**src/rtl/core/kcd_pkg.sv**
```systemverilog
// ----------------------------------------------------------------------------
// kcd_pkg
// Shared types and constants for the keypad command decoder.
// ----------------------------------------------------------------------------
package kcd_pkg;

  // presets and digit entry
  localparam int unsigned PRESET_COUNT = 4;
  localparam int unsigned MAX_DIGITS   = 3;

  // keys A to D can only name four presets
  localparam int unsigned PRESET_DEPTH = (PRESET_COUNT < 4) ? PRESET_COUNT : 4;
  localparam int unsigned PIDX_W       = (PRESET_DEPTH > 1) ? $clog2(PRESET_DEPTH) : 1;
  localparam int unsigned TP_W         = 2;
  localparam int unsigned DIGIT_W      = $clog2(MAX_DIGITS + 1);
  localparam int unsigned ENTRY_W      = $clog2(10 ** MAX_DIGITS);

  // field widths
  localparam int unsigned KEY_W      = 8;
  localparam int unsigned SETPOINT_W = 16;
  localparam int unsigned VALUE_W    = 10;
  localparam int unsigned SHOWN_W    = 3;
  localparam int unsigned AMOUNT_W   = 6;

  // reset values
  localparam logic [SETPOINT_W-1:0] START_SETPOINT = 16'd300;
  localparam logic                  START_SCALE    = 1'b0;
  localparam logic [VALUE_W-1:0]    DELAY_RESET    = 10'd300;
  localparam logic [VALUE_W-1:0]    VALUE_MAX      = 10'd1023;

  // opcodes
  localparam logic OP_KEY   = 1'b0;
  localparam logic OP_ABORT = 1'b1;

  // key codes
  localparam logic [KEY_W-1:0] KEY_HASH = 8'h23;
  localparam logic [KEY_W-1:0] KEY_STAR = 8'h2A;
  localparam logic [KEY_W-1:0] KEY_0    = 8'h30;
  localparam logic [KEY_W-1:0] KEY_1    = 8'h31;
  localparam logic [KEY_W-1:0] KEY_2    = 8'h32;
  localparam logic [KEY_W-1:0] KEY_4    = 8'h34;
  localparam logic [KEY_W-1:0] KEY_5    = 8'h35;
  localparam logic [KEY_W-1:0] KEY_7    = 8'h37;
  localparam logic [KEY_W-1:0] KEY_8    = 8'h38;
  localparam logic [KEY_W-1:0] KEY_9    = 8'h39;
  localparam logic [KEY_W-1:0] KEY_A    = 8'h41;
  localparam logic [KEY_W-1:0] KEY_C    = 8'h43;
  localparam logic [KEY_W-1:0] KEY_D    = 8'h44;

  // nudge steps
  localparam logic [AMOUNT_W-1:0] STEP_FINE   = 6'd1;
  localparam logic [AMOUNT_W-1:0] STEP_MEDIUM = 6'd10;
  localparam logic [AMOUNT_W-1:0] STEP_COARSE = 6'd50;

  // configuration port
  localparam int unsigned CFG_ADDR_W  = 3;
  localparam int unsigned CFG_DATA_W  = 32;
  localparam logic        REG_DEFAULT_DELAY = 1'b0;

  typedef enum logic [2:0] {
    MODE_IDLE,
    MODE_MENU,
    MODE_SCALE,
    MODE_PRESET,
    MODE_DELAY
  } mode_t;

  typedef struct packed {
    logic             opcode;
    logic [KEY_W-1:0] key_code;
  } item_t;

  typedef struct packed {
    logic                  status;
    logic [SETPOINT_W-1:0] temp_setpoint;
    logic                  scale_fahrenheit;
    logic                  awake;
    logic [VALUE_W-1:0]    sleep_delay;
    logic [SHOWN_W-1:0]    preset_shown;
  } result_t;

  // pipeline control between the stages
  typedef struct packed {
    logic valid;
    logic advance;
  } pipe_ctrl_t;

endpackage

```
**src/rtl/core/kcd_in_stage.sv**
```systemverilog
// ----------------------------------------------------------------------------
// kcd_in_stage
// Input register: captures one key item per transfer and holds it until
// the decode stage can move it on.
// ----------------------------------------------------------------------------
module kcd_in_stage (
  input  logic                     clk,
  input  logic                     rst,
  input  logic                     in_valid,
  output logic                     in_stall,
  input  kcd_pkg::item_t           in_item,
  input  logic                     advance,
  output kcd_pkg::pipe_ctrl_t      ctrl,
  output kcd_pkg::item_t           item
);

  logic valid;
  logic load;

  assign load     = !valid || advance;
  assign in_stall = !load;

  always_ff @(posedge clk) begin
    if (rst) begin
      valid <= 1'b0;
    end else if (load) begin
      valid <= in_valid;
    end
  end

  always_ff @(posedge clk) begin
    if (load && in_valid) begin
      item <= in_item;
    end
  end

  assign ctrl.valid   = valid;
  assign ctrl.advance = advance;

endmodule

```
**src/rtl/core/kcd_engine.sv**
```systemverilog
// ----------------------------------------------------------------------------
// kcd_engine
// Menu state machine and settings registers. One held key is decoded per
// cycle unless the result side stalls, and the settings after that key go out as the result.
// ----------------------------------------------------------------------------
module kcd_engine (
  input  logic                              clk,
  input  logic                              rst,
  input  kcd_pkg::pipe_ctrl_t               ctrl,
  input  kcd_pkg::item_t                    item,
  input  logic [kcd_pkg::VALUE_W-1:0]       default_sleep_delay,
  output kcd_pkg::result_t                  result
);

  // state
  kcd_pkg::mode_t                      mode, mode_next;
  logic [kcd_pkg::ENTRY_W-1:0]         entry_value, entry_value_next;
  logic [kcd_pkg::DIGIT_W-1:0]         digit_count, digit_count_next;
  logic [kcd_pkg::TP_W-1:0]            target_preset, target_preset_next;
  logic [kcd_pkg::PRESET_DEPTH-1:0]    preset_valid, preset_valid_next;
  logic [kcd_pkg::VALUE_W-1:0]         preset_temp [kcd_pkg::PRESET_DEPTH];
  logic [kcd_pkg::SETPOINT_W-1:0]      setpoint, setpoint_next;
  logic                                scale_flag, scale_flag_next;
  logic                                wake_flag, wake_flag_next;
  logic [kcd_pkg::VALUE_W-1:0]         delay_setting, delay_setting_next;
  logic [kcd_pkg::SHOWN_W-1:0]         shown_preset, shown_preset_next;

  // decode helpers
  logic                                fire;
  logic                                is_abort;
  logic [kcd_pkg::KEY_W-1:0]           key;
  logic                                is_digit;
  logic                                digit_room;
  logic [kcd_pkg::ENTRY_W+3:0]         acc;
  logic [kcd_pkg::ENTRY_W+9:0]         entry_wide;
  logic [kcd_pkg::VALUE_W-1:0]         entry_sat;
  logic [kcd_pkg::TP_W-1:0]            key_idx;
  logic [kcd_pkg::TP_W-1:0]            tp_sel;
  logic                                tp_ok;
  logic                                key_idx_ok;
  logic [kcd_pkg::AMOUNT_W-1:0]        amount;
  logic                                nudge_up;
  logic                                nudge_en;
  logic [kcd_pkg::SETPOINT_W:0]        sum;
  logic [kcd_pkg::SETPOINT_W-1:0]      nudged;
  logic                                pt_we;
  logic [kcd_pkg::PIDX_W-1:0]          pt_idx;
  logic                                status;

  assign fire     = ctrl.valid && ctrl.advance;
  assign is_abort = item.opcode == kcd_pkg::OP_ABORT;
  assign key      = item.key_code;
  assign is_digit = key inside {[kcd_pkg::KEY_0:kcd_pkg::KEY_9]};
  assign digit_room = 32'(digit_count) < kcd_pkg::MAX_DIGITS;

  // entry * 10 + digit as two shifts and two adds
  assign acc = ((kcd_pkg::ENTRY_W+4)'(entry_value) << 3)
             + ((kcd_pkg::ENTRY_W+4)'(entry_value) << 1)
             + (kcd_pkg::ENTRY_W+4)'(key[3:0]);

  assign entry_wide = (kcd_pkg::ENTRY_W+10)'(entry_value);
  assign entry_sat  = (entry_wide > (kcd_pkg::ENTRY_W+10)'(kcd_pkg::VALUE_MAX))
                    ? kcd_pkg::VALUE_MAX : entry_wide[kcd_pkg::VALUE_W-1:0];

  assign key_idx    = key[kcd_pkg::TP_W-1:0] - kcd_pkg::KEY_A[kcd_pkg::TP_W-1:0];
  assign key_idx_ok = 32'(key_idx) < kcd_pkg::PRESET_COUNT;
  assign tp_ok      = 32'(target_preset) < kcd_pkg::PRESET_COUNT;

  // idle nudge keys: the 1, 4, 7 column lowers, the next column (2, 5, 8) raises
  always_comb begin
    nudge_en = 1'b1;
    nudge_up = 1'b0;
    amount   = kcd_pkg::STEP_FINE;
    case (key)
      kcd_pkg::KEY_1: begin
        amount = kcd_pkg::STEP_FINE;
      end
      kcd_pkg::KEY_4: begin
        amount = kcd_pkg::STEP_MEDIUM;
      end
      kcd_pkg::KEY_7: begin
        amount = kcd_pkg::STEP_COARSE;
      end
      kcd_pkg::KEY_2: begin
        amount   = kcd_pkg::STEP_FINE;
        nudge_up = 1'b1;
      end
      kcd_pkg::KEY_5: begin
        amount   = kcd_pkg::STEP_MEDIUM;
        nudge_up = 1'b1;
      end
      kcd_pkg::KEY_8: begin
        amount   = kcd_pkg::STEP_COARSE;
        nudge_up = 1'b1;
      end
      default: begin
        nudge_en = 1'b0;
      end
    endcase
  end

  // saturating nudge
  assign sum = (kcd_pkg::SETPOINT_W+1)'(setpoint) + (kcd_pkg::SETPOINT_W+1)'(amount);
  always_comb begin
    if (nudge_up) begin
      nudged = sum[kcd_pkg::SETPOINT_W] ? '1 : sum[kcd_pkg::SETPOINT_W-1:0];
    end else if (setpoint < kcd_pkg::SETPOINT_W'(amount)) begin
      nudged = '0;
    end else begin
      nudged = setpoint - kcd_pkg::SETPOINT_W'(amount);
    end
  end

  // next state
  always_comb begin
    mode_next = mode;
    if (fire) begin
      if (is_abort) begin
        mode_next = kcd_pkg::MODE_IDLE;
      end else begin
        case (mode)
          kcd_pkg::MODE_MENU: begin
            if (key == kcd_pkg::KEY_1) begin
              mode_next = kcd_pkg::MODE_SCALE;
            end else if (key == kcd_pkg::KEY_2) begin
              mode_next = kcd_pkg::MODE_DELAY;
            end else if (key inside {[kcd_pkg::KEY_A:kcd_pkg::KEY_D]}) begin
              mode_next = kcd_pkg::MODE_PRESET;
            end else begin
              mode_next = kcd_pkg::MODE_IDLE;
            end
          end
          kcd_pkg::MODE_SCALE: begin
            mode_next = kcd_pkg::MODE_IDLE;
          end
          kcd_pkg::MODE_PRESET, kcd_pkg::MODE_DELAY: begin
            if (key == kcd_pkg::KEY_HASH || key == kcd_pkg::KEY_STAR) begin
              mode_next = kcd_pkg::MODE_IDLE;
            end
          end
          kcd_pkg::MODE_IDLE: begin
            mode_next = (key == kcd_pkg::KEY_HASH) ? kcd_pkg::MODE_MENU
                                                   : kcd_pkg::MODE_IDLE;
          end
          default: begin
            mode_next = kcd_pkg::MODE_IDLE;
          end
        endcase
      end
    end
  end

  // settings and result
  always_comb begin
    entry_value_next   = entry_value;
    digit_count_next   = digit_count;
    target_preset_next = target_preset;
    preset_valid_next  = preset_valid;
    setpoint_next      = setpoint;
    scale_flag_next    = scale_flag;
    wake_flag_next     = wake_flag;
    delay_setting_next = delay_setting;
    shown_preset_next  = shown_preset;
    pt_we              = 1'b0;
    tp_sel             = target_preset;
    status             = 1'b0;

    if (fire && !is_abort) begin
      case (mode)
        kcd_pkg::MODE_MENU: begin
          if (key == kcd_pkg::KEY_2) begin
            entry_value_next = '0;
            digit_count_next = '0;
          end else if (key inside {[kcd_pkg::KEY_A:kcd_pkg::KEY_D]}) begin
            target_preset_next = key_idx;
            entry_value_next   = '0;
            digit_count_next   = '0;
          end
        end
        kcd_pkg::MODE_SCALE: begin
          if (key == kcd_pkg::KEY_C) begin
            scale_flag_next = 1'b0;
          end else if (key == kcd_pkg::KEY_D) begin
            scale_flag_next = 1'b1;
          end
        end
        kcd_pkg::MODE_PRESET: begin
          if (is_digit && digit_room) begin
            entry_value_next = acc[kcd_pkg::ENTRY_W-1:0];
            digit_count_next = digit_count + 1'b1;
          end else if (key == kcd_pkg::KEY_HASH) begin
            if (tp_ok) begin
              preset_valid_next[pt_idx] = 1'b1;
              pt_we = 1'b1;
            end
          end else if (key == kcd_pkg::KEY_STAR) begin
            if (digit_count == '0 && tp_ok) begin
              preset_valid_next[pt_idx] = 1'b0;
            end
          end
        end
        kcd_pkg::MODE_DELAY: begin
          if (is_digit && digit_room) begin
            entry_value_next = acc[kcd_pkg::ENTRY_W-1:0];
            digit_count_next = digit_count + 1'b1;
          end else if (key == kcd_pkg::KEY_HASH) begin
            delay_setting_next = entry_sat;
          end else if (key == kcd_pkg::KEY_STAR) begin
            if (digit_count == '0) begin
              delay_setting_next = default_sleep_delay;
            end
          end
        end
        default: begin
          // idle: every key but the menu key reports no chain
          status = key != kcd_pkg::KEY_HASH;
          if (key inside {[kcd_pkg::KEY_A:kcd_pkg::KEY_D]}) begin
            tp_sel = key_idx;
            if (key_idx_ok && preset_valid[pt_idx]) begin
              setpoint_next     = kcd_pkg::SETPOINT_W'(preset_temp[pt_idx]);
              shown_preset_next = kcd_pkg::SHOWN_W'(key_idx) + 1'b1;
            end
          end else if (key == kcd_pkg::KEY_STAR) begin
            wake_flag_next = !wake_flag;
          end else if (nudge_en) begin
            setpoint_next     = nudged;
            shown_preset_next = '0;
          end
        end
      endcase
    end
  end

  assign pt_idx = tp_sel[kcd_pkg::PIDX_W-1:0];

  always_ff @(posedge clk) begin
    if (rst) begin
      mode          <= kcd_pkg::MODE_IDLE;
      entry_value   <= '0;
      digit_count   <= '0;
      target_preset <= '0;
      preset_valid  <= '0;
      setpoint      <= kcd_pkg::START_SETPOINT;
      scale_flag    <= kcd_pkg::START_SCALE;
      wake_flag     <= 1'b1;
      delay_setting <= kcd_pkg::DELAY_RESET;
      shown_preset  <= '0;
    end else begin
      mode          <= mode_next;
      entry_value   <= entry_value_next;
      digit_count   <= digit_count_next;
      target_preset <= target_preset_next;
      preset_valid  <= preset_valid_next;
      setpoint      <= setpoint_next;
      scale_flag    <= scale_flag_next;
      wake_flag     <= wake_flag_next;
      delay_setting <= delay_setting_next;
      shown_preset  <= shown_preset_next;
    end
  end

  // preset values are only read behind their valid bits
  always_ff @(posedge clk) begin
    if (pt_we) begin
      preset_temp[pt_idx] <= entry_sat;
    end
  end

  assign result.status           = status;
  assign result.temp_setpoint    = setpoint_next;
  assign result.scale_fahrenheit = scale_flag_next;
  assign result.awake            = wake_flag_next;
  assign result.sleep_delay      = delay_setting_next;
  assign result.preset_shown     = shown_preset_next;

  a_abort_to_idle: assert property (@(posedge clk) disable iff (rst)
    fire && is_abort |=> mode == kcd_pkg::MODE_IDLE)
    else $error("abort did not return to idle");

  a_hold_when_idle: assert property (@(posedge clk) disable iff (rst)
    !fire |=> $stable(mode) && $stable(setpoint) && $stable(delay_setting))
    else $error("state moved without a transfer");

  a_digit_limit: assert property (@(posedge clk) disable iff (rst)
    32'(digit_count) <= kcd_pkg::MAX_DIGITS)
    else $error("digit count beyond limit");

  a_status_idle: assert property (@(posedge clk) disable iff (rst)
    fire && status |-> mode == kcd_pkg::MODE_IDLE && !is_abort)
    else $error("status set outside idle");

  a_shown_range: assert property (@(posedge clk) disable iff (rst)
    32'(shown_preset) <= kcd_pkg::PRESET_COUNT)
    else $error("shown preset out of range");

endmodule

```
**src/rtl/core/kcd_out_stage.sv**
```systemverilog
// ----------------------------------------------------------------------------
// kcd_out_stage
// Result register: holds one result until the consumer takes it, and
// tells the earlier stages when they may move on.
// ----------------------------------------------------------------------------
module kcd_out_stage (
  input  logic                 clk,
  input  logic                 rst,
  input  logic                 in_valid,
  input  kcd_pkg::result_t     in_result,
  output logic                 advance,
  output logic                 out_valid,
  input  logic                 out_stall,
  output kcd_pkg::result_t     out_result
);

  assign advance = !out_valid || !out_stall;

  always_ff @(posedge clk) begin
    if (rst) begin
      out_valid <= 1'b0;
    end else if (advance) begin
      out_valid <= in_valid;
    end
  end

  always_ff @(posedge clk) begin
    if (advance && in_valid) begin
      out_result <= in_result;
    end
  end

endmodule

```
**src/rtl/core/kcd_apb_regs.sv**
```systemverilog
// ----------------------------------------------------------------------------
// kcd_apb_regs
// Configuration register file on a simple peripheral bus port.
// ----------------------------------------------------------------------------
module kcd_apb_regs (
  input  logic                              clk,
  input  logic                              rst,
  input  logic                              psel,
  input  logic                              penable,
  input  logic                              pwrite,
  input  logic [kcd_pkg::CFG_ADDR_W-1:0]    paddr,
  input  logic [kcd_pkg::CFG_DATA_W-1:0]    pwdata,
  output logic [kcd_pkg::CFG_DATA_W-1:0]    prdata,
  output logic                              pready,
  output logic [kcd_pkg::VALUE_W-1:0]       default_sleep_delay
);

  logic sel_default;
  logic wr_en;

  // one register per 32-bit word, only word 0 is implemented
  assign sel_default = paddr[2] == kcd_pkg::REG_DEFAULT_DELAY;
  assign pready      = 1'b1;
  assign wr_en       = psel && penable && pwrite && pready;

  always_ff @(posedge clk) begin
    if (rst) begin
      default_sleep_delay <= kcd_pkg::DELAY_RESET;
    end else if (wr_en && sel_default) begin
      default_sleep_delay <= pwdata[kcd_pkg::VALUE_W-1:0];
    end
  end

  assign prdata = sel_default ? kcd_pkg::CFG_DATA_W'(default_sleep_delay) : '0;

endmodule

```
**src/rtl/core/keypad_command_decoder.sv**
```systemverilog
// ----------------------------------------------------------------------------
// keypad_command_decoder
// Keypad menu decoder for a thermostat front panel.
// ----------------------------------------------------------------------------
// Takes one key or abort per transfer and returns one result holding the
// status and all settings after that key. A new item is taken every clock
// while the result side does not stall. The item is held in the input
// register, is decoded by the single logic stage behind it and is written
// into the result register, where its result waits on the outputs until it
// is taken. A stall on the result side backs up through the input register,
// so at most two items are in flight.
// ----------------------------------------------------------------------------
module keypad_command_decoder (
  input  logic                              clk,
  input  logic                              rst,
  // key channel
  input  logic                              in_valid,
  output logic                              in_stall,
  input  logic                              opcode,
  input  logic [kcd_pkg::KEY_W-1:0]         key_code,
  // result channel
  output logic                              out_valid,
  input  logic                              out_stall,
  output logic                              status,
  output logic [kcd_pkg::SETPOINT_W-1:0]    temp_setpoint,
  output logic                              scale_fahrenheit,
  output logic                              awake,
  output logic [kcd_pkg::VALUE_W-1:0]       sleep_delay,
  output logic [kcd_pkg::SHOWN_W-1:0]       preset_shown,
  // configuration
  input  logic                              psel,
  input  logic                              penable,
  input  logic                              pwrite,
  input  logic [kcd_pkg::CFG_ADDR_W-1:0]    paddr,
  input  logic [kcd_pkg::CFG_DATA_W-1:0]    pwdata,
  output logic [kcd_pkg::CFG_DATA_W-1:0]    prdata,
  output logic                              pready
);

  kcd_pkg::item_t                in_item;
  kcd_pkg::item_t                held_item;
  kcd_pkg::pipe_ctrl_t           ctrl;
  kcd_pkg::result_t              result;
  kcd_pkg::result_t              out_result;
  logic                          advance;
  logic [kcd_pkg::VALUE_W-1:0]   default_sleep_delay;

  assign in_item.opcode   = opcode;
  assign in_item.key_code = key_code;

  kcd_apb_regs u_regs (
    .clk                 (clk),
    .rst                 (rst),
    .psel                (psel),
    .penable             (penable),
    .pwrite              (pwrite),
    .paddr               (paddr),
    .pwdata              (pwdata),
    .prdata              (prdata),
    .pready              (pready),
    .default_sleep_delay (default_sleep_delay)
  );

  kcd_in_stage u_in (
    .clk      (clk),
    .rst      (rst),
    .in_valid (in_valid),
    .in_stall (in_stall),
    .in_item  (in_item),
    .advance  (advance),
    .ctrl     (ctrl),
    .item     (held_item)
  );

  kcd_engine u_engine (
    .clk                 (clk),
    .rst                 (rst),
    .ctrl                (ctrl),
    .item                (held_item),
    .default_sleep_delay (default_sleep_delay),
    .result              (result)
  );

  kcd_out_stage u_out (
    .clk        (clk),
    .rst        (rst),
    .in_valid   (ctrl.valid),
    .in_result  (result),
    .advance    (advance),
    .out_valid  (out_valid),
    .out_stall  (out_stall),
    .out_result (out_result)
  );

  assign status           = out_result.status;
  assign temp_setpoint    = out_result.temp_setpoint;
  assign scale_fahrenheit = out_result.scale_fahrenheit;
  assign awake            = out_result.awake;
  assign sleep_delay      = out_result.sleep_delay;
  assign preset_shown     = out_result.preset_shown;

endmodule
```
**config.mk**
```make
export PLATFORM = sky130hd
export DESIGN_NAME = keypad_command_decoder
export DESIGN_NICKNAME = d
export VERILOG_FILES = /design/src/rtl/core/kcd_pkg.sv /design/src/rtl/core/kcd_in_stage.sv /design/src/rtl/core/kcd_engine.sv /design/src/rtl/core/kcd_out_stage.sv /design/src/rtl/core/kcd_apb_regs.sv /design/src/rtl/core/keypad_command_decoder.sv
export SDC_FILE = /design/constraint.sdc
export NUM_CORES = 1
export LEC_CHECK = 0
export BUFFER_PORTS_ARGS = -buffer_cell sky130_fd_sc_hd__buf_2
export CAP_MARGIN = 20
export CELL_PAD_IN_SITES_DETAIL_PLACEMENT = 1
export CELL_PAD_IN_SITES_GLOBAL_PLACEMENT = 1
export CORE_UTILIZATION = 48
export DETAILED_ROUTE_END_ITERATION = 7
export PLACE_DENSITY = 0.88
export SYNTH_ARGS = -nofsm -noshare
export SYNTH_HDL_FRONTEND = slang
export SYNTH_SLANG_ARGS = --single-unit
export TNS_END_PERCENT = 20
```
**constraint.sdc**
```tcl
create_clock -name clk -period 6.6 [get_ports clk]
set_input_delay 1.32 -clock clk [delete_from_list [all_inputs] [get_ports clk]]
set_output_delay 1.32 -clock clk [all_outputs]
set_load 0.005 [all_outputs]
```
==> impl_results.md, run 1 <==
* Residual DRC at 0
* Layout Skew at between 0.009 and 0.01 ns
* RePlAce Congestion at between 0.9 and 1
* CP Launch Type: register
* Finished Layout Cells at approximately 1100
* WHS at between 0.4 and 0.5 ns
* CTS Sinks at ~150
* Final hold viol count at 0
* Minimum clock period at approximately 5 ns
* Sequential Power Share at a little under 50%
* CTS Buffer Depth at 2
* Wire length on met3 at between 1000 and 1500 µm
* Place WS at roughly 1.6 ns
* Yosys warns at 0
* Total Die Area at 0.0174 mm²
* Cell variety after synth at between 80 and 90
* Switching Fraction at between 20% and 30%
* Setup TNS at 0 ns
* Antenna viol nets, final at 0
* Post-CTS Resized at 0
* Setup violators final at 0
* Fin area at 0.00910 mm²
* Final wirelength at approximately 24000 µm
* Post-route setup slack at about 1.6 ns
* WL/cell at between 20 and 25 µm
* Worst-path clk slew at around 0.060 ns
* Pwr Density at between 200 and 250 mW/mm²
* Vias in the first global route at approximately 7000
* Nets at approximately 960
* Clock Latency Late Sink at about 0.43 ns
* Die Height at roughly 130 µm
* I/O pins at 118
* CTS tree: yes
* Pint at around 1.6 mW
* RSZ-0062 raised after global routing: false
* Largest net degree at the start of global routing at 41
* Initial Utilization at around 49%
* Main synth FF type: edfxtp_1
* Post-CTS Setup Inserts at 0
* Htree depth at 4
* Comb pwr share at under 10%
* Diodes inserted at 0
* Max Freq at roughly 0.2 GHz
* Outcome: completed
* CP Data Required Time at between 6 and 7 ns
* Cell count after placement at between 1000 and 1500
* Post-synth EDFFs at 81
* Tot Pwr at 2.02 mW
* Final worst-path cycle share at about three quarters
* Util after Layout at between 50% and 60%
* Ys async rst share at 0%
* Critical path class: register to register
* Rel. slew slack at 33.4%
* Slew Limit Fails at 0
* IO Port Bufs at 70
* Cts bufs inserted at 17
* Hold crit path type: register to register
* GR Overflow Total at 0
* Part of the power in the clock network at a little under half
* Via Count at 6769
* Vias/cell at about 6
* Critical path arrival at 5.25 ns
* First-pass DRT Iterations at 5
* VDD IR-drop max at between 0.15 and 0.2 mV
* Endpoint type of the worst setup path: register
* Leakage at ~3.4 nW
* Wire length on met1 at 9630 µm
* NetSw at 465 µW
* Final HPWL DP at roughly 16000 µm
* Met2 wire len at between 10000 and 15000 µm
* Core area at approximately 0.017 mm²
* Total GRT Usage at about 27%
* Register area share after synthesis at between 40 and 50%
* FILL cells at between 1500 and 2000
* # hold bufs at CTS at 0
* Root Buffer: clkbuf_16
* Synth-to-Final Area Change at 12.7%
* Initial antenna violation count at 0
* Placement Cell Area at 0.00846 mm²
* # Max-Cap Violations at 0
* Syn Area/Cell at roughly 10 µm²
* First-pass GRT wire length at 36700 µm
* Yosys reg bits at between 100 and 150
* CP Max Fanout at 9
* First DRT Iteration DRCs at 532
* Die span in x at ~130 µm
* Worst-Margin Slew at 0.992 ns
* # rows at between 40 and 50
* Mapped Cells at 824
* Fraction of layout cells with a size suffix above 1 at between 15 and 20%
* Uppermost layer routed: met4
* Synth Cell Area at ~0.0081 mm²
final cells by class:
class	count	area, µm²	share of cell area [%]
Sequential cell	145	3710	40.8
Multi-Input combinational cell	597	3950	43.4
Clock buffer	22	518	5.69
Timing Repair Buffer	84	483	5.30
Clock inverter	10	71.3	0.783
Inverter	25	93.8	1.03
Tap cell	220	275	3.02
Yosys cell counts (all sizes together), types with 8 or more instances:
master / number / area (µm²)
and3: 8 / 51.3
inv: 25 / 93.8
nor3: 31 / 181
xnor2: 9 / 78.8
clkbuf: 39 / 146
o21a: 9 / 67.6
a31oi: 22 / 144
ha: 32 / 400
nand2: 72 / 270
o31ai: 10 / 88.8
nand3: 31 / 155
a21o: 8 / 60.1
a211oi: 8 / 60.1
nor4: 15 / 106
nand2b: 11 / 68.8
mux2i: 21 / 210
a21oi: 33 / 169
nor2: 72 / 270
nor2b: 17 / 106
buf: 39 / 275
o21ai: 33 / 165
or3: 8 / 55.1
dfxtp: 64 / 1280
o211ai: 10 / 80.1
and2: 15 / 93.8
edfxtp: 81 / 2430
registers in the layout, indices dropped and copies added, names as in the netlist, named ones only:
signal,cells
u_engine.delay_setting,10
u_engine.digit_count,2
u_engine.entry_value,10
u_engine.mode,3
u_engine.preset_temp,40
u_engine.scale_flag,1
u_engine.setpoint,16
u_engine.shown_preset,3
u_engine.target_preset,2
u_engine.wake_flag,1
u_in.item,9
u_in.valid,1
u_out.out_result,32
u_out.out_valid,1
u_regs.default_sleep_delay,10
cells by family (layout without fill, tap and decap cells):
kind of cell | Yosys count | count (layout) | share of synthesized area [%]
simple gates | 310 | 310 | 19.7
compound gates | 187 | 187 | 16.5
fa+ha+maj | 36 | 36 | 5.95
mux | 28 | 28 | 3.99
buf+inv | 103 | 141 | 6.38
xor+xnor | 13 | 13 | 1.41
flops | 145 | 145 | 46.0
other cells | 2 | 23 | 0.0929
worst paths after layout:
path                                                   start                                    endpoint  slack [ns]  cells past startpoint
setup / recovery                      u_in.item[0]$_DFFE_PP_              u_out.out_result[16]$_DFFE_PP_        1.58                     16
hold / removal    u_regs.default_sleep_delay[2]$_SDFFE_PP1P_  u_regs.default_sleep_delay[2]$_SDFFE_PP1P_        0.48                      2
setup reg to reg                      u_in.item[0]$_DFFE_PP_              u_out.out_result[16]$_DFFE_PP_        1.58                     16
hold reg to reg   u_regs.default_sleep_delay[2]$_SDFFE_PP1P_  u_regs.default_sleep_delay[2]$_SDFFE_PP1P_        0.48                      2
routing by layer:
| layer | track usage, % | vias to the layer above |
|---|---|---|
| met4 | 11.8 | 0 |
| met5 | 0 | - |
| met1 | 33.3 | 3405 |
| li1 | - | 3091 |
| met2 | 48.1 | 219 |
| met3 | 4.58 | 54 |
cell usage in the layout, fill, tap and decap left out, drive strengths merged, types with 5 or more instances in the layout:
cell | Yosys | final
nor2b | 17 | 17
o211ai | 10 | 10
nor4 | 15 | 15
conb | 2 | 23
nand2 | 72 | 72
nand3b | 5 | 5
o21a | 9 | 9
nand2b | 11 | 11
a211oi | 8 | 8
buf | 39 | 84
clkinv | 0 | 5
a21oi | 33 | 33
and3 | 8 | 8
a31oi | 22 | 22
edfxtp | 81 | 81
inv | 25 | 27
nor3 | 31 | 31
xnor2 | 9 | 9
or3 | 8 | 8
a21o | 8 | 8
o31ai | 10 | 10
mux2i | 21 | 21
o21ai | 33 | 33
dfxtp | 64 | 64
nand4 | 6 | 6
nor2 | 72 | 72
and2 | 15 | 15
a22oi | 6 | 6
ha | 32 | 32
clkbuf | 39 | 22
nand3 | 31 | 31
critical path: stages, from the launching register on:
cell and delay (ns):
edfxtp_1 0.65, inv_1 0.21, ha_1 0.34, nand3b_1 0.18, o21ai_0 0.11, and2_1 0.23, inv_1 0.19, ha_1 0.20
inv_1 0.06, fa_1 0.41, and3b_1 0.28, o22ai_2 0.19, nor3_1 0.85, a21oi_1 0.33, o211ai_1 0.19, o32ai_1 0.13
o21ai_0 0.26
power by group through the flow:
stage          clock [mW]  combinational, mW  sequential [mW]
2_1_floorplan           0             0.0686            0.987
3_5_place_dp            0             0.0925            0.992
4_1_cts             0.958             0.0944            0.973
3_3_place_gp            0             0.0890            0.992
6_report            0.948             0.0977            0.973
5_1_grt             0.997              0.106            0.974
(Power assumes the default switching activity.)
==> run 2, diff against run 1 <==
--- a/config.mk
+++ b/config.mk
@@ -5,13 +5,14 @@
 export SDC_FILE = /design/constraint.sdc
 export NUM_CORES = 1
 export LEC_CHECK = 0
+export ABC_AREA = 1
 export BUFFER_PORTS_ARGS = -buffer_cell sky130_fd_sc_hd__buf_2
 export CAP_MARGIN = 20
 export CELL_PAD_IN_SITES_DETAIL_PLACEMENT = 1
 export CELL_PAD_IN_SITES_GLOBAL_PLACEMENT = 1
-export CORE_UTILIZATION = 48
+export CORE_UTILIZATION = 38
 export DETAILED_ROUTE_END_ITERATION = 7
-export PLACE_DENSITY = 0.88
+export PLACE_DENSITY = 0.78
 export SYNTH_ARGS = -nofsm -noshare
 export SYNTH_HDL_FRONTEND = slang
 export SYNTH_SLANG_ARGS = --single-unit
==> constraint.sdc (replaced) <==
create_clock -name clk -period 4.6 [get_ports clk]
set_input_delay 0.92 -clock clk [delete_from_list [all_inputs] [get_ports clk]]
set_output_delay 0.92 -clock clk [all_outputs]
set_load 0.005 [all_outputs]
==> run 2 against run 1 <==
Net effect: combinational power up 80%; synthesized cell count up 31%; first-iteration DRC count down 32%; clock power up 46%; flip-flop and latch count unchanged; synthesized area up 2.6%; total power up 46%; global-route usage down 5.8 points; via count up 7.5%; clock-buffer cell count up 1.
==> impl_results.md, run 2 <==
* Synth-to-Final Area Change at 13.6%
* WHS at 0.448 ns (-0.0358 ns)
* Core area at 0.0212 mm² (+28%)
* Yosys reg bits at 145 (unchanged)
* Nets at 1225 (+28%)
* Max Freq at 0.245 GHz (+23%)
* Setup TNS at 0 ns (unchanged)
* Diodes inserted at 0 (unchanged)
* Post-synth EDFFs at 81 (unchanged)
* Compound-Gate Fraction of Synth Area at 9.81% (-6.7 points)
* Area leader, netlist: edfxtp_1
* Die Height at 150 µm (+14%)
* Endpoint type of the worst setup path: register
* First DRT Iteration DRCs at 360 (-32%)
* CP Data Required Time at 4.88 ns (-1.95 ns)
* Minimum clock period at 4.08 ns (-0.939 ns)
* Mapped Cells at 1078 (+31%)
* Rel. slew slack at 29.8% (-3.5 points)
* RSZ-0062 raised after global routing: false
* Final worst-path cycle share at 88.6% (+13 points)
* Leading post-synthesis cells by cell area: edfxtp_1 29%, dfxtp_1 15%, nand2_1 14%
* Critical R2R Launch: u_in.item[0]$_DFFE_PP_
* Final wirelength at 22900 µm (-2.9%)
* Post-Synth XOR/XNOR Area at 1.69% (+0.28 points)
* Most common cell on crit path: nand2_1
* FILL cells at 2672 (+43%)
* Worst setup startpoint: u_in.item[0]$_DFFE_PP_
* Worst-Margin Slew at 1.05 ns (+0.0595 ns)
* Most common cell after layout, fill and taps aside: nand2_1
* Max FFs per register at 40 (unchanged)
* Root Buffer: clkbuf_16
* Leakage at 4.33 nW (+26%)
* Total GRT Usage at 21.6% (-5.8 points)
* # hold bufs at CTS at 0 (unchanged)
* Flop2flop setup slack at 0.52 ns (-1.06 ns)
* Top flop regs: u_engine.preset_temp: 40 flops, u_out.out_result: 32 flops, u_engine.setpoint: 16 flops
* Vias in the first global route at 7410 (+7.9%)
* Cts bufs inserted at 17 (unchanged)
* WL/cell at 16.1 µm (-25%)
* Cell Chain, Critical Path: inv_1 > ha_1 > inv_1 > nor2_1 > nand2_1 > o21ai_0 > nor2_1 > ha_1 > inv_1 > fa_1 > o21ai_1 > nand2_1 > nand2_1 > inv_1 > nor2_1 > nand2_1 > inv_1 > o21ai_0 > nand3_1 > nand3_1 > nand2_1 > nand2_1 > nand2_1
* CP Max Fanout at 7 (-2)
* Outcome: completed
* Layout Skew at 0.00930 ns (-0.000494 ns)
* Initial antenna violation count at 0 (unchanged)
* I/O pins at 118 (unchanged)
* CP Launch Type: register
* Post-Synth Adder-Cell Area at 5.80% (-0.15 points)
* Worst-path clk slew at 0.06 ns (about the same)
* Initial Utilization at 39.1% (-9.8 points)
* Reg with most FFs: u_engine.preset_temp
* Fraction of layout cells with a size suffix above 1 at 13.3% (-3.0 points)
* Fin area at 0.00942 mm² (+3.4%)
* Mux contribution to synthesized area at 0% (-4.0 points)
* Worst r2r path cells at 23 (+7)
* # Max-Cap Violations at 0 (unchanged)
* Syn Area/Cell at 7.69 µm² (-22%)
* Htree depth at 4 (unchanged)
* Critical path arrival at 4.36 ns (-0.89 ns)
* Setup crit end: u_out.out_result[20]$_DFFE_PP_
* Residual DRC at 0 (unchanged)
* Yosys top cell area share at 29.4% (-0.75 points)
* VDD IR-drop max at 0.256 mV (+35%)
* CTS Sinks at 145 (unchanged)
* Worst path slowest cell: edfxtp_1
* Setup violators final at 0 (unchanged)
* # rows at 53 (+13%)
* Clock Latency Late Sink at 0.43 ns (about the same)
* Antenna viol nets, final at 0 (unchanged)
* Pwr Density at 314 mW/mm² (+41%)
* Final hold viol count at 0 (unchanged)
* IO Port Bufs at 70 (unchanged)
* Ys async rst share at 0% (unchanged)
* Placement Cell Area at 0.00883 mm² (+4.4%)
* Critical path class: register to register
* GR Overflow Total at 0 (unchanged)
* CTS Buffer Depth at 2 (unchanged)
* Synth Cell Area at 0.00829 mm² (+2.6%)
* Hold crit path type: register to register
* CTS tree: yes
* Final HPWL DP at 16700 µm (+2.3%)
* Commonest cells in the netlist: 314 x nand2_1, 120 x inv_1, 94 x nand3_1, 81 x edfxtp_1, 77 x nor2_1
* Main combinational cell family by area after synthesis: simple AND/OR/NAND/NOR gates
* RePlAce Congestion at 0.868 (-3.9%)
* First-pass DRT Iterations at 5 (unchanged)
* Commonest cells after routing, fill and taps aside: 313 x nand2_1, 120 x inv_1, 94 x nand3_1
* Post-Synth Simple-Gate Area at 27.6% (+7.9 points)
* Reg area at 0.00371 mm² (unchanged)
* Yosys warns at 0 (unchanged)
* Die span in x at 150 µm (+14%)
* Register area share after synthesis at 44.8% (-1.1 points)
* Multi-input logic area at 0.00381 mm² (-3.6%)
* Most frequent cell after synthesis: nand2_1
* Largest net degree at the start of global routing at 35 (-15%)
* First-pass GRT wire length at 37300 µm (+1.6%)
* Total Die Area at 0.0224 mm² (+29%)
* Vias/cell at 5.10 (-17%)
* Cell variety after synth at 42 (-53%)
* Via Count at 7275 (+7.5%)
* Largest stage delay, worst path at 0.54 ns (-0.31 ns)
* Slew Limit Fails at 0 (unchanged)
* Main synth FF type: edfxtp_1
* Worst r2r dst: u_out.out_result[20]$_DFFE_PP_
==> run 2: final cells by class <==
type | instances | share of cell area (%)
clock buffer | 23 | 5.54
inverter | 124 | 4.94
sequential | 145 | 39.4
multi-input combinational | 760 | 40.4
tap | 275 | 3.65
clock inverter | 9 | 0.678
timing repair buffer | 90 | 5.31
==> run 2: kinds of logic after synthesis <==
family | Yosys count
AND/OR/NAND/NOR | 540
AO/OA/AOI/OAI | 145
other | 2
XOR/XNOR | 16
adder cells (fa/ha/maj) | 36
buffers and inverters | 194
flip-flops | 145
==> run 2: where the power goes <==
group	leakage, nW	internal, mW	total, mW	switching, mW
Sequential	1.28	1.38	1.40	0.0150
Combinational	2.76	0.0560	0.176	0.120
Clock	0.286	0.804	1.38	0.576
Total	4.33	2.24	2.95	0.710
==> run 2: how the worst min path moves through the flow <==
stage	from	endpoint	slack (ns)	cells past startpoint
2_1_floorplan	register	register	0.42	2
3_3_place_gp	register	register	0.44	2
3_5_place_dp	register	register	0.44	2
4_1_cts	register	register	0.45	2
5_1_grt	register	register	0.47	2
6_report	register	register	0.45	2
==> run 2: critical path: cells and delay by family (launching register included) <==
family	cells	cell delay, ns
adder cells (fa/ha/maj)	3	0.88
flip-flops	1	0.54
buffers and inverters	5	0.50
AO/OA/AOI/OAI	3	0.45
AND/OR/NAND/NOR	12	1.57
==> run 2: timing repair <==
action | in CTS | in global routing
setup endpoints to repair | 0 | 1
setup buffers | 0 | 0
gates resized for setup | 0 | 1
==> run 2: stage by stage <==
| step | worst slack, ns | cells | utilization [%] | total power, mW |
|---|---|---|---|---|
| after floorplan | 1.19 | 1099 | - | 1.55 |
| after global placement | 0.619 | 1394 | 41.6 | 1.60 |
| after detailed placement | 0.567 | 1394 | 41.6 | 1.60 |
| after CTS | 0.479 | 1426 | 44.4 | 2.97 |
| after global routing | 0.0512 | 1426 | 44.4 | 3.05 |
| final | 0.522 | 1426 | 44.4 | 2.95 |
==> run 2: metal layers <==
| metal | vias to the layer above | share of wire (%) | track usage, % |
|---|---|---|---|
| met5 | - | 0 | 0 |
| met4 | 0 | 1.7 | 6.82 |
| met3 | 28 | 3.5 | 4.24 |
| met2 | 142 | 50 | 37.8 |
| met1 | 3526 | 45 | 26.6 |
| li1 | 3579 | - | - |
==> run 3, diff against run 2 <==
--- a/config.mk
+++ b/config.mk
@@ -12,6 +12,8 @@
 export CELL_PAD_IN_SITES_GLOBAL_PLACEMENT = 1
 export CORE_UTILIZATION = 38
 export DETAILED_ROUTE_END_ITERATION = 7
+export GPL_TIMING_DRIVEN = 0
+export HOLD_SLACK_MARGIN = 0.03
 export PLACE_DENSITY = 0.78
 export SYNTH_ARGS = -nofsm -noshare
 export SYNTH_HDL_FRONTEND = slang
==> run 3 against run 2 <==
Net effect: largest cell class unchanged; total power increased by 2.0%; cell area rose by 3.4%; sequential share of layout area shrank 1.3 points; combinational power up 16%; first-iteration DRC count up 51%; clock-buffer cell count is 6 lower; critical path depth did not move; utilization grew 1.5 points; flip-flop and latch count stayed put.
==> impl_results.md, run 3 (synthesized netlist as in run 2, its figures left out) <==
* Clock Latency Late Sink at 0.43 ns (about the same)
* Outcome: completed
* Placement Cell Area at 0.00911 mm² (+3.2%)
* Vias in the first global route at 7505 (+1.3%)
* Fraction of layout cells with a size suffix above 1 at 14.9% (+1.6 points)
* Root Buffer: clkbuf_16
* Worst setup startpoint: u_in.item[1]$_DFFE_PP_
* Worst path slowest cell: edfxtp_1
* RSZ-0062 raised after global routing: false
* Commonest cells after routing, fill and taps aside: 314 x nand2_1, 120 x inv_1, 94 x nand3_1
* CP Launch Type: register
* First-pass DRT Iterations at 5 (unchanged)
* Nets at 1280 (+4.5%)
* CP Buf/Inv Count at 5 (unchanged)
* Residual DRC at 0 (unchanged)
* Largest stage delay, worst path at 0.46 ns (-0.08 ns)
* Htree depth at 4 (unchanged)
* CTS Buffer Depth at 2 (unchanged)
* Worst-Margin Slew at 0.946 ns (-0.106 ns)
* Critical path class: register to register
* Max FFs per register at 40 (unchanged)
* Via Count at 7462 (+2.6%)
* Max Freq at 0.235 GHz (-4.2%)
* Die span in x at 150 µm (unchanged)
* Finished Layout Cells at 1481 (+3.9%)
* Endpoint type of the worst setup path: register
* Worst r2r dst: u_out.out_result[20]$_DFFE_PP_
* Final hold viol count at 0 (unchanged)
* Reg with most FFs: u_engine.preset_temp
* VDD IR-drop max at 0.194 mV (-24%)
* Minimum clock period at 4.26 ns (+0.178 ns)
* Total Die Area at 0.0224 mm² (unchanged)
* CTS Sinks at 145 (unchanged)
* WL/cell at 16.5 µm (+3.0%)
* Most common cell after layout, fill and taps aside: nand2_1
* Diodes inserted at 0 (unchanged)
* Cts bufs inserted at 17 (unchanged)
* # Max-Cap Violations at 0 (unchanged)
* Initial Utilization at 39.1% (unchanged)
* RePlAce Congestion at 0.926 (+6.7%)
* Rel. slew slack at 36.6% (+6.8 points)
* Critical path arrival at 4.53 ns (+0.17 ns)
* Vias/cell at 5.04 (-1.2%)
* Core area at 0.0212 mm² (unchanged)
* I/O pins at 118 (unchanged)
* Setup violators final at 0 (unchanged)
* # hold bufs at CTS at 0 (unchanged)
* Antenna viol nets, final at 0 (unchanged)
* Final worst-path cycle share at 92.5% (+3.9 points)
* Worst r2r path cells at 23 (unchanged)
* Initial antenna violation count at 0 (unchanged)
* GR Overflow Total at 0 (unchanged)
* Cell Chain, Critical Path: inv_1 > ha_1 > inv_1 > nor2_1 > nand2_1 > o21ai_0 > nor2_2 > ha_1 > inv_1 > fa_1 > o21ai_1 > nand2_1 > nand2_1 > inv_1 > nor2_1 > nand2_1 > inv_1 > o21ai_0 > nand3_1 > nand3_1 > nand2_1 > nand2_1 > nand2_1
* Worst-path clk slew at 0.06 ns (about the same)
* Fin area at 0.00974 mm² (+3.4%)
* Cell count after placement at 1445 (+3.7%)
* Leakage at 4.50 nW (+3.9%)
* Final wirelength at 24500 µm (+6.9%)
* Synth-to-Final Area Change at 17.5%
* Top flop regs: u_engine.preset_temp: 40 flops, u_out.out_result: 32 flops, u_engine.setpoint: 16 flops
* Setup TNS at 0 ns (unchanged)
* Layout Skew at 0.0101 ns (+0.000755 ns)
* Critical R2R Launch: u_in.item[1]$_DFFE_PP_
* CP Max Fanout at 6 (-1)
* Total GRT Usage at 22.8% (+1.2 points)
* First DRT Iteration DRCs at 544 (+51%)
* Most common cell on crit path: nand2_1
* First-pass GRT wire length at 38900 µm (+4.2%)
* CTS tree: yes
* CP Data Required Time at 4.88 ns (about the same)
* IO Port Bufs at 69 (-1.4%)
* Hold crit path type: register to register
* Hold path depth at 2 (unchanged)
* Slew Limit Fails at 0 (unchanged)
* Post-route setup slack at 0.344 ns (-0.178 ns)
* Flop2flop setup slack at 0.34 ns (-0.18 ns)
* Final HPWL DP at 18400 µm (+10%)
* Pwr Density at 309 mW/mm² (-1.4%)
* Die Height at 150 µm (unchanged)
* Top delay family on crit path: simple AND/OR/NAND/NOR gates
* Place WS at 0.0231 ns (-0.543 ns)
* Largest net degree at the start of global routing at 22 (-37%)
* # rows at 53 (unchanged)
## run 3: stage by stage
step	total power [mW]	hold WS, ns	utilization (%)
after floorplan	1.55	0.424	-
after global placement	1.62	0.436	42.7
after detailed placement	1.63	0.444	42.9
after CTS	3.04	0.453	45.7
after global routing	3.11	0.478	45.9
final	3.01	0.455	45.9
## run 3: worst max path at each step
stage / slack [ns] / endpoint / cells past startpoint
floorplan: 1.19 / u_out.out_result[17]$_DFFE_PP_ / 23
global placement: 0.12 / u_out.out_result[20]$_DFFE_PP_ / 23
detailed placement: 0.02 / u_out.out_result[16]$_DFFE_PP_ / 23
CTS: 0.16 / u_out.out_result[16]$_DFFE_PP_ / 23
global route: 0.04 / u_out.out_result[20]$_DFFE_PP_ / 23
finish: 0.34 / u_out.out_result[20]$_DFFE_PP_ / 23
## run 3: layout make-up
cell class                      instances  area, µm²
Tap cell                              275        344
Buffer                                 70        380
Fill cell                            2706      11500
Inverter                              124        465
Multi-Input combinational cell        760       3830
Sequential cell                       145       3710
Clock buffer                           17        425
Timing Repair Buffer                   75        414
Clock inverter                         15        165
## run 3: per-layer routing
| layer | track usage [%] | part of all wire (%) | vias to the layer above |
|---|---|---|---|
| met3 | 4.36 | 4.2 | 43 |
| met4 | 7.12 | 1.8 | 0 |
| met5 | 0 | 0 | - |
| li1 | - | - | 3683 |
| met2 | 40.7 | 50 | 180 |
| met1 | 27.5 | 43 | 3556 |
## run 3: worst register-to-register path, delay by kind of cell (launching register included)
family / cells / cell delay [ns]
and+or+nand+nor: 12 / 1.73
adders and majority gates: 3 / 0.84
AOI/OAI and AO/OA: 3 / 0.61
buffers and inverters: 5 / 0.47
DFF: 1 / 0.46
## run 3: what timing repair did
| action | 4_1_cts | 5_1_grt |
|---|---|---|
| setup endpoints to repair | 2 | 24 |
| pin swaps | 0 | 1 |
| setup buffers | 0 | 4 |
| hold endpoints to repair | 0 | 0 |
| resized for setup | 1 | 1 |
## run 3: power by group
group	switching (mW)	total [mW]	internal, mW
Sequential	0.0127	1.40	1.38
Clock	0.565	1.41	0.848
Combinational	0.131	0.205	0.0740
Total	0.708	3.01	2.31
